$ cat src/hdl/cmseq_pkg.sv
// Package for the compressor mode sequencer: payload, state and configuration
// types, relay bit positions, fixed pulse lengths and the mode and command codes.
// No dependencies.
package cmseq_pkg;

  localparam int PRESSURE_BITS = 12;
  localparam int TIMER_BITS    = 17;
  localparam int ELAPSED_BITS  = 16;
  localparam int CFG_IDX_BITS  = 3;
  localparam int CFG_DATA_BITS = 17;

  // fixed times in ms
  localparam logic [TIMER_BITS-1:0] PULSE_MS = 17'd2000;
  localparam logic [TIMER_BITS-1:0] BLEED_MS = 17'd5000;
  localparam logic [TIMER_BITS-1:0] PUMP_MS  = 17'd10000;

  // command codes
  localparam logic [1:0] OP_NONE  = 2'd0;
  localparam logic [1:0] OP_START = 2'd1;
  localparam logic [1:0] OP_STOP  = 2'd2;

  // mode codes
  localparam logic [2:0] MODE_IDLE      = 3'd0;
  localparam logic [2:0] MODE_STOPPING  = 3'd1;
  localparam logic [2:0] MODE_CHILL_ON  = 3'd2;
  localparam logic [2:0] MODE_CHILL_OFF = 3'd3;
  localparam logic [2:0] MODE_MOTOR_ON  = 3'd4;
  localparam logic [2:0] MODE_FAULT     = 3'd5;
  localparam logic [2:0] MODE_RECHECK   = 3'd6;

  // relay bit positions
  localparam int R_START = 0;
  localparam int R_STOP  = 1;
  localparam int R_BLEED = 2;
  localparam int R_MOTOR = 3;
  localparam int R_PUMP  = 4;
  localparam int R_CHILL = 5;

  // configuration register indexes
  localparam logic [CFG_IDX_BITS-1:0] CFG_LOW_TRIGGER     = 3'd0;
  localparam logic [CFG_IDX_BITS-1:0] CFG_HIGH_TRIGGER    = 3'd1;
  localparam logic [CFG_IDX_BITS-1:0] CFG_LOW_CHILLER_OFF = 3'd2;
  localparam logic [CFG_IDX_BITS-1:0] CFG_LOW_MOTOR_READY = 3'd3;
  localparam logic [CFG_IDX_BITS-1:0] CFG_HIGH_FAULT      = 3'd4;
  localparam logic [CFG_IDX_BITS-1:0] CFG_CHILLER_WAIT_MS = 3'd5;
  localparam logic [CFG_IDX_BITS-1:0] CFG_MOTOR_CHECK_MS  = 3'd6;
  localparam logic [CFG_IDX_BITS-1:0] CFG_SHUTDOWN_LIMIT  = 3'd7;

  typedef struct packed {
    logic [1:0]               operation;
    logic [PRESSURE_BITS-1:0] low_side;
    logic [PRESSURE_BITS-1:0] high_side;
    logic [ELAPSED_BITS-1:0]  elapsed_ms;
  } cmseq_in_t;

  typedef struct packed {
    logic [2:0] mode;
    logic       start_relay;
    logic       stop_relay;
    logic       bleed_relay;
    logic       motor_relay;
    logic       pump_relay;
    logic       chiller_relay;
    logic       running;
  } cmseq_out_t;

  typedef struct packed {
    logic [PRESSURE_BITS-1:0] low_trigger;
    logic [PRESSURE_BITS-1:0] high_trigger;
    logic [PRESSURE_BITS-1:0] low_chiller_off;
    logic [PRESSURE_BITS-1:0] low_motor_ready;
    logic [PRESSURE_BITS-1:0] high_fault;
    logic [TIMER_BITS-1:0]    chiller_wait_ms;
    logic [TIMER_BITS-1:0]    motor_check_ms;
    logic [1:0]               shutdown_limit;
  } cmseq_cfg_t;

  typedef struct packed {
    logic [2:0]               mode;
    logic                     run_enable;
    logic [5:0]               relays;
    logic [TIMER_BITS-1:0]    chill_wait_left;
    logic [TIMER_BITS-1:0]    pump_delay_left;
    logic [TIMER_BITS-1:0]    motor_check_left;
    logic [TIMER_BITS-1:0]    start_pulse_left;
    logic [TIMER_BITS-1:0]    stop_pulse_left;
    logic [TIMER_BITS-1:0]    recheck_left;
    logic [TIMER_BITS-1:0]    bleed_pulse_left;
    logic [PRESSURE_BITS-1:0] best_high_pressure;
    logic [1:0]               stall_count;
  } cmseq_state_t;

endpackage

$ cat src/hdl/cmseq_cfg.sv
// Configuration register bank of the compressor mode sequencer.
// Depends on cmseq_pkg for the register indexes and the cmseq_cfg_t type.
module cmseq_cfg import cmseq_pkg::*; (
  input  logic                     clk,
  input  logic                     rst_n,
  input  logic                     cfg_we,
  input  logic [CFG_IDX_BITS-1:0]  cfg_index,
  input  logic [CFG_DATA_BITS-1:0] cfg_wdata,
  output cmseq_cfg_t               cfg
);

  cmseq_cfg_t cfg_r;

  // register writes, reset to the default thresholds and times
  always_ff @(posedge clk) begin
    if (!rst_n) begin
      cfg_r.low_trigger     <= PRESSURE_BITS'(60);
      cfg_r.high_trigger    <= PRESSURE_BITS'(350);
      cfg_r.low_chiller_off <= PRESSURE_BITS'(97);
      cfg_r.low_motor_ready <= PRESSURE_BITS'(90);
      cfg_r.high_fault      <= PRESSURE_BITS'(400);
      cfg_r.chiller_wait_ms <= TIMER_BITS'(120000);
      cfg_r.motor_check_ms  <= TIMER_BITS'(30000);
      cfg_r.shutdown_limit  <= 2'd2;
    end else if (cfg_we) begin
      case (cfg_index)
        CFG_LOW_TRIGGER:     cfg_r.low_trigger     <= cfg_wdata[PRESSURE_BITS-1:0];
        CFG_HIGH_TRIGGER:    cfg_r.high_trigger    <= cfg_wdata[PRESSURE_BITS-1:0];
        CFG_LOW_CHILLER_OFF: cfg_r.low_chiller_off <= cfg_wdata[PRESSURE_BITS-1:0];
        CFG_LOW_MOTOR_READY: cfg_r.low_motor_ready <= cfg_wdata[PRESSURE_BITS-1:0];
        CFG_HIGH_FAULT:      cfg_r.high_fault      <= cfg_wdata[PRESSURE_BITS-1:0];
        CFG_CHILLER_WAIT_MS: cfg_r.chiller_wait_ms <= cfg_wdata[TIMER_BITS-1:0];
        CFG_MOTOR_CHECK_MS:  cfg_r.motor_check_ms  <= cfg_wdata[TIMER_BITS-1:0];
        CFG_SHUTDOWN_LIMIT:  cfg_r.shutdown_limit  <= cfg_wdata[1:0];
        default: ;
      endcase
    end
  end

  assign cfg = cfg_r;

endmodule

$ cat src/hdl/cmseq_step.sv
// Next-state logic of the compressor mode sequencer: timer countdown, then the
// mode rules in order. Depends on cmseq_pkg for the state, input and config types.
module cmseq_step import cmseq_pkg::*; (
  input  cmseq_state_t cur,
  input  cmseq_in_t    item,
  input  cmseq_cfg_t   cfg,
  output cmseq_state_t nxt
);

  // saturating countdown by the elapsed time
  function automatic logic [TIMER_BITS-1:0] tdec(input logic [TIMER_BITS-1:0] t,
                                                 input logic [TIMER_BITS-1:0] ms);
    tdec = (t > ms) ? (t - ms) : '0;
  endfunction

  function automatic logic tfire(input logic [TIMER_BITS-1:0] t,
                                 input logic [TIMER_BITS-1:0] ms);
    tfire = (t != '0) && (t <= ms);
  endfunction

  always_comb begin
    cmseq_state_t s;
    logic [TIMER_BITS-1:0] ms;
    logic [PRESSURE_BITS-1:0] pl;
    logic [PRESSURE_BITS-1:0] ph;
    logic [1:0] stall_inc;
    logic chill_fire;
    logic start_fire;
    s  = cur;
    ms = TIMER_BITS'(item.elapsed_ms);
    pl = item.low_side;
    ph = item.high_side;

    // command first
    if (item.operation == OP_START) begin
      s.run_enable = 1'b1;
    end else if (item.operation == OP_STOP) begin
      s.run_enable = 1'b0;
      s.mode       = MODE_STOPPING;
    end

    // timers; chiller wait expiry arms the start pulse, which counts the same step
    chill_fire        = tfire(cur.chill_wait_left, ms);
    s.chill_wait_left = tdec(cur.chill_wait_left, ms);
    if (chill_fire) begin
      s.relays[R_START]  = 1'b1;
      s.start_pulse_left = PULSE_MS;
    end
    if (tfire(cur.pump_delay_left, ms)) begin
      s.relays[R_PUMP] = 1'b1;
    end
    s.pump_delay_left  = tdec(cur.pump_delay_left, ms);
    s.motor_check_left = tdec(cur.motor_check_left, ms);
    start_fire         = tfire(s.start_pulse_left, ms);
    s.start_pulse_left = tdec(s.start_pulse_left, ms);
    if (start_fire) begin
      s.relays[R_START] = 1'b0;
    end
    if (tfire(cur.stop_pulse_left, ms)) begin
      s.relays[R_STOP] = 1'b0;
    end
    s.stop_pulse_left = tdec(cur.stop_pulse_left, ms);
    s.recheck_left    = tdec(cur.recheck_left, ms);
    if (tfire(cur.bleed_pulse_left, ms)) begin
      s.relays[R_BLEED] = 1'b0;
    end
    s.bleed_pulse_left = tdec(cur.bleed_pulse_left, ms);

    stall_inc = (s.stall_count == 2'd3) ? s.stall_count : s.stall_count + 2'd1;

    if (s.run_enable) begin
      s.mode = MODE_IDLE;
      // chill start
      if ((pl < cfg.low_trigger || ph < cfg.high_trigger) && !s.relays[R_CHILL]) begin
        s.mode            = MODE_CHILL_ON;
        s.relays[R_CHILL] = 1'b1;
        s.chill_wait_left = cfg.chiller_wait_ms;
      end
      // chill stop
      if (pl > cfg.low_chiller_off && s.relays[R_CHILL]) begin
        s.mode            = MODE_CHILL_OFF;
        s.relays[R_STOP]  = 1'b1;
        s.relays[R_CHILL] = 1'b0;
        s.stop_pulse_left = PULSE_MS;
      end
      // motor start
      if (s.chill_wait_left == '0 && ph < cfg.high_trigger &&
          pl > cfg.low_motor_ready && !s.relays[R_MOTOR]) begin
        s.mode               = MODE_MOTOR_ON;
        s.relays[R_BLEED]    = 1'b1;
        s.relays[R_MOTOR]    = 1'b1;
        s.bleed_pulse_left   = BLEED_MS;
        s.pump_delay_left    = PUMP_MS;
        s.motor_check_left   = cfg.motor_check_ms;
        s.best_high_pressure = ph;
      end
      // overpressure or low suction trip
      if ((ph > cfg.high_fault || pl < cfg.low_trigger) && s.relays[R_MOTOR]) begin
        s.mode             = MODE_FAULT;
        s.relays[R_BLEED]  = 1'b1;
        s.relays[R_MOTOR]  = 1'b0;
        s.relays[R_PUMP]   = 1'b0;
        s.bleed_pulse_left = BLEED_MS;
        s.pump_delay_left  = '0;
      end
      // progress recheck and shutdown
      if (s.motor_check_left == '0 && s.recheck_left == '0 && s.relays[R_MOTOR]) begin
        s.mode = MODE_RECHECK;
        if (ph > s.best_high_pressure) begin
          s.motor_check_left   = cfg.motor_check_ms;
          s.best_high_pressure = ph;
          s.stall_count        = 2'd0;
        end else if (stall_inc >= cfg.shutdown_limit) begin
          s.mode             = MODE_STOPPING;
          s.relays           = 6'b0;
          s.relays[R_STOP]   = 1'b1;
          s.relays[R_BLEED]  = 1'b1;
          s.stall_count      = 2'd0;
          s.chill_wait_left  = '0;
          s.pump_delay_left  = '0;
          s.stop_pulse_left  = PULSE_MS;
          s.bleed_pulse_left = PULSE_MS;
          s.run_enable       = 1'b0;
        end else begin
          s.stall_count  = stall_inc;
          s.recheck_left = cfg.motor_check_ms;
        end
      end
    end else if (s.mode == MODE_STOPPING) begin
      // stop sequence after the latch drops
      s.relays           = 6'b0;
      s.relays[R_STOP]   = 1'b1;
      s.relays[R_BLEED]  = 1'b1;
      s.stall_count      = 2'd0;
      s.chill_wait_left  = '0;
      s.pump_delay_left  = '0;
      s.stop_pulse_left  = PULSE_MS;
      s.bleed_pulse_left = PULSE_MS;
      s.mode             = MODE_IDLE;
    end

    nxt = s;
  end

endmodule

$ cat src/hdl/compressor_mode_sequencer_unit.sv
// Each item passes the input register, then the step logic into the result register.
// Throughput: one item per cycle while out_ready drains the result register; the step
// logic updates the sequencer state in the same cycle it forms the result, so items
// follow back to back.
// Reset (rst_n, synchronous): all timers, relays, mode and latch cleared,
// configuration back to defaults, both stages empty.
module compressor_mode_sequencer_unit import cmseq_pkg::*; (
  input  logic                     clk,
  input  logic                     rst_n,
  input  logic                     in_valid,
  output logic                     in_ready,
  input  cmseq_in_t                in_data,
  output logic                     out_valid,
  input  logic                     out_ready,
  output cmseq_out_t               out_data,
  input  logic                     cfg_we,
  input  logic [CFG_IDX_BITS-1:0]  cfg_index,
  input  logic [CFG_DATA_BITS-1:0] cfg_wdata
);

  cmseq_cfg_t   cfg;
  cmseq_state_t state_r;
  cmseq_state_t state_nxt;
  cmseq_in_t    item_r;
  logic         item_valid_r;
  cmseq_out_t   out_r;
  logic         out_valid_r;
  logic         advance;

  cmseq_cfg u_cfg (
    .clk       (clk),
    .rst_n     (rst_n),
    .cfg_we    (cfg_we),
    .cfg_index (cfg_index),
    .cfg_wdata (cfg_wdata),
    .cfg       (cfg)
  );

  cmseq_step u_step (
    .cur  (state_r),
    .item (item_r),
    .cfg  (cfg),
    .nxt  (state_nxt)
  );

  // the held item moves on when the result register is free or being drained
  assign advance  = !out_valid_r || out_ready;
  assign in_ready = !item_valid_r || advance;

  // input register
  always_ff @(posedge clk) begin
    if (!rst_n) begin
      item_valid_r <= 1'b0;
    end else if (in_ready) begin
      item_valid_r <= in_valid;
    end
  end

  always_ff @(posedge clk) begin
    if (in_ready && in_valid) begin
      item_r <= in_data;
    end
  end

  // sequencer state commits once per item
  always_ff @(posedge clk) begin
    if (!rst_n) begin
      state_r <= '0;
    end else if (item_valid_r && advance) begin
      state_r <= state_nxt;
    end
  end

  // result register
  always_ff @(posedge clk) begin
    if (!rst_n) begin
      out_valid_r <= 1'b0;
    end else if (advance) begin
      out_valid_r <= item_valid_r;
    end
  end

  always_ff @(posedge clk) begin
    if (item_valid_r && advance) begin
      out_r.mode          <= state_nxt.mode;
      out_r.start_relay   <= state_nxt.relays[R_START];
      out_r.stop_relay    <= state_nxt.relays[R_STOP];
      out_r.bleed_relay   <= state_nxt.relays[R_BLEED];
      out_r.motor_relay   <= state_nxt.relays[R_MOTOR];
      out_r.pump_relay    <= state_nxt.relays[R_PUMP];
      out_r.chiller_relay <= state_nxt.relays[R_CHILL];
      out_r.running       <= state_nxt.run_enable;
    end
  end

  assign out_valid = out_valid_r;
  assign out_data  = out_r;

  // a processed item always lands in the result register
  a_item_to_result: assert property (@(posedge clk) disable iff (!rst_n)
    (item_valid_r && advance) |=> out_valid_r)
    else $error("processed item did not reach result register");

  // the pump only runs behind a running motor
  a_pump_needs_motor: assert property (@(posedge clk) disable iff (!rst_n)
    state_r.relays[R_PUMP] |-> state_r.relays[R_MOTOR])
    else $error("pump relay on without motor relay");

  // while latched on the stopping mode cannot be reported
  a_run_not_stopping: assert property (@(posedge clk) disable iff (!rst_n)
    (out_valid_r && out_r.running) |-> (out_r.mode != MODE_STOPPING))
    else $error("stopping mode reported while running");

  // mode code stays within the defined set
  a_mode_range: assert property (@(posedge clk) disable iff (!rst_n)
    state_r.mode != 3'd7)
    else $error("undefined mode code");

endmodule
$ cat config.mk
export PLATFORM = sky130hd
export DESIGN_NAME = compressor_mode_sequencer_unit
export DESIGN_NICKNAME = d
export VERILOG_FILES = /design/src/hdl/cmseq_pkg.sv /design/src/hdl/cmseq_cfg.sv /design/src/hdl/cmseq_step.sv /design/src/hdl/compressor_mode_sequencer_unit.sv
export SDC_FILE = /design/constraint.sdc
export NUM_CORES = 1
export LEC_CHECK = 0
export ABC_CLOCK_PERIOD_IN_PS = 18350
export BUFFER_PORTS_ARGS = -buffer_cell sky130_fd_sc_hd__buf_2
export CORE_UTILIZATION = 40
export DETAILED_ROUTE_END_ITERATION = 10
export GPL_TIMING_DRIVEN = 0
export PLACE_DENSITY = 0.56
export SYNTH_ARGS = -nofsm -noshare
export SYNTH_HDL_FRONTEND = slang
export SYNTH_HIERARCHICAL = 1
export SYNTH_SLANG_ARGS = --single-unit
$ cat constraint.sdc
create_clock -name clk -period 18.35 [get_ports clk]
set_clock_uncertainty 0.1 [all_clocks]
set_input_delay 0.9175 -clock clk [delete_from_list [all_inputs] [get_ports clk]]
set_output_delay 0.9175 -clock clk [all_outputs]
set_load 0.02 [all_outputs]
==> impl_metrics.yaml <==
status:
  status: "completed"
synth:
  yosysWarnings: 6
  yosysSeqAreaShare_pct: 30.33
  synth.most_common_cell: "nand2_1"
  synth_cell_types: 94
  synth_nets: 2731
  synth-main-ff-cell: "dfxtp_1"
  netlist_top_cells_count: "nand2_1, mux2i_1, dfxtp_1, ha_1, nor2_1"
  syn-cell-area_um2: 21050
  synth_top_area_cell: "dfxtp_1"
  yosys_register_bits: 293
  postSynthCellCount: 2473
  syn_area_per_cell_um2: 8.513
  synth_area_leaders: "dfxtp_1, mux2i_1, ha_1, nand2_1, edfxtp_1"
  synth_edf_count: 52
  async_flop_share_pct: 0
  netlist.area_leader.share_pct: 22.92
sta:
  setup_viol: 0
  rsz0062_at_grt: "false"
  clock.fmax_ghz: 0.1225
  tightest_slew_ps: 1265
  slew_headroom_pct: 15.51
  hold_viol: 0
  layout_min_cycle_time_ps: 8166
  setup_tns_ps: 0
  maxSlewViolCount: 0
  period_share_pct: 44.50
run:
  maxCapViolCount: 0
clock_network:
  cts_hold_buf: 0
  cts.sinks: 293
  htreeDepth: 2
  tritoncts: "yes"
  cts_root_buf: "clkbuf_16"
  clk_pin_slew_ps: 60
  clock_path_buffers: 3
  cts_made_buffers: 37
  clk_latency_ps: 560
  cts_resized: 0
  postCtsSetupBuffers: 0
floorplanning:
  die-width_um: 231.4
  design.core.area_um2: 51610
  initial_utilization_pct: 40.79
  dieHeight_um: 231.4
  die_area_um2: 53550
  num_rows: 83
  pin_count: 79
pwr:
  power.leakage_nw: 9.880
  ir_drop_mv: 0.06403
  p_per_area_nw_per_um2: 73.22
grt:
  grt-ovfl-total: 0
  antenna_found_initial: 0
  grt_pass1_vias: 18080
  grt_use_total_pct: 24.93
  grt_max_degree: 28
  grt_pass1_wl_um: 103300
critical_path:
  cp-end-kind: "flop"
  rr_startpoint: "item_r[1]$_DFFE_PP_"
  arrival_ps: 8510
  cp-start-kind: "flop"
  slowest_stage: "a211oi_2"
  worstPathBufferInverterCount: 4
  crit_fanout: 13
  crit_type: "reg -> reg"
  r2r_end: "state_r[15]$_SDFFE_PN0P_"
  reg2reg_depth: 26
  critPathMaxStageDelay_ps: 1040
  rrSetupSlack_ps: 10180
  required_ps: 18700
  path_delay_family: "compound AO/OA/AOI/OAI gates"
layout:
  seqCellArea_um2: 6386
  multi_input_area_um2: 13540
  antenna_cells: 0
  syn_to_final_growth_pct: 11.87
  drive_above_1_share_pct: 9.587
  fillCellCount: 5114
  finish.net_count: 2848
  fin_cells: 3298
  finish.utilization_pct: 45.63
detailed_routing:
  vias: 18450
  drtIter0Drc: 1365
  drc_errors: 0
  first_pass_iters: 5
  viasPerCell: 5.594
  wl_per_cell_um: 20.32
  wl_um: 67030
  drtAntennaViolNets: 0
placed_design:
  dp_hpwl_um: 50020
  dpl.cell_count: 3231
  globalplace.congestion: 0.9190
  io_buffers: 77
hold_path:
  hold_depth: 2
  worstHoldPathType: "reg -> reg"
  hold_end: "state_r[78]$_SDFFE_PN0P_"
  hold_start: "state_r[78]$_SDFFE_PN0P_"
[how the worst max path moves through the flow]
stage,from,endpoint,depth (start not counted)
2_1_floorplan,item_r[1]$_DFFE_PP_,state_r[54]$_SDFFE_PN0P_,26
3_3_place_gp,item_r[1]$_DFFE_PP_,state_r[15]$_SDFFE_PN0P_,26
3_5_place_dp,item_r[1]$_DFFE_PP_,state_r[15]$_SDFFE_PN0P_,26
4_1_cts,item_r[1]$_DFFE_PP_,state_r[15]$_SDFFE_PN0P_,26
5_1_grt,item_r[1]$_DFFE_PP_,state_r[16]$_SDFFE_PN0P_,26
6_report,item_r[1]$_DFFE_PP_,state_r[15]$_SDFFE_PN0P_,26
[placed cells by master (no fill, tap or decap), drive strengths merged, types with 13 or more instances in the layout]
cell type    n
clkbuf     120
nor3        43
a211oi      25
a32o        17
edfxtp      52
dfxtp      241
o211ai      13
nor4        31
nand2      455
mux2        23
mux2i      258
buf        132
a21oi      111
xor2        29
o21bai      16
a21o        41
a31oi       13
xnor2       48
nand3       37
ha         184
inv        121
nor2       135
and2        13
nand2b      26
o21a        22
nor2b       93
o21ai       84
nand4       42
or2         13
[state kept, by name, indices dropped and copies added (netlist names)]
signal / count
out_data: 10
u_cfg/cfg: 96
item_r: 42
out_valid: 1
state_r: 143
item_valid_r: 1
[metal layers]
layer / vias to the layer above / track usage [%] / routed length (µm)
met3: 129 / 3.297 / 3257
met2: 510 / 41.83 / 31160
met4: 0 / 11.26 / 2898
met1: 8801 / 31.68 / 29710
li1: 9010 / - / -
met5: - / 0 / 0
[layout make-up]
class | instances | share of cell area [%]
Timing Repair Buffer | 78 | 1.721
Clock buffer | 54 | 4.686
Inverter | 119 | 1.897
Clock inverter | 13 | 0.5897
Buffer | 120 | 2.874
Tap cell | 680 | 3.612
Sequential cell | 293 | 27.11
Multi-Input combinational cell | 1941 | 57.51
[cell families (layout without fill, tap and decap cells)]
group | count (synthesis) | after routing | share of synthesized area [%]
AO/OA/AOI/OAI | 432 | 432 | 14.19
flip-flops | 293 | 293 | 30.33
AND/OR/NAND/NOR | 960 | 960 | 21.84
XOR/XNOR | 77 | 77 | 3.203
adder cells (fa/ha/maj) | 191 | 191 | 11.60
buffers and inverters | 239 | 384 | 5.337
multiplexers | 281 | 281 | 13.50
[where the power goes]
group          internal [mW]  switching (mW)
combinational          0.107           0.181
sequential             0.671          0.0144
clock                  0.448           0.303
total                   1.23           0.498
[worst register-to-register path, stage by stage (launching register included)]
cell	delay (ps)
edfxtp_1	460
inv_1	710
ha_1	400
nor2b_1	150
o31a_1	300
o211ai_1	240
nand3_1	240
a2111oi_4	530
nor3_1	160
o32a_1	410
a211oi_2	1040
buf_2	460
mux2i_1	230
ha_1	260
a21o_1	160
a21o_1	170
a21oi_1	130
o21ai_0	90
o22a_1	270
nor2_1	260
o211ai_2	170
buf_6	190
a31oi_4	300
buf_2	360
nor2_1	90
nand2_1	80
mux2i_1	90
[stage by stage]
stage / instance area (µm²) / power, mW / setup WS, ps / hold slack, ps
CTS: 23550 / 1.741 / 10170 / 352.2
detailed placement: 22310 / 0.9833 / 10180 / 344.3
finish: 23550 / 1.725 / 10180 / 354.2
global route: 23550 / 1.794 / 9778 / 370.9
global placement: 22290 / 0.9788 / 10250 / 338.7
floorplan: 21050 / 0.8914 / 12350 / 329.9
Note: power is estimated with default switching activity, not from simulation.
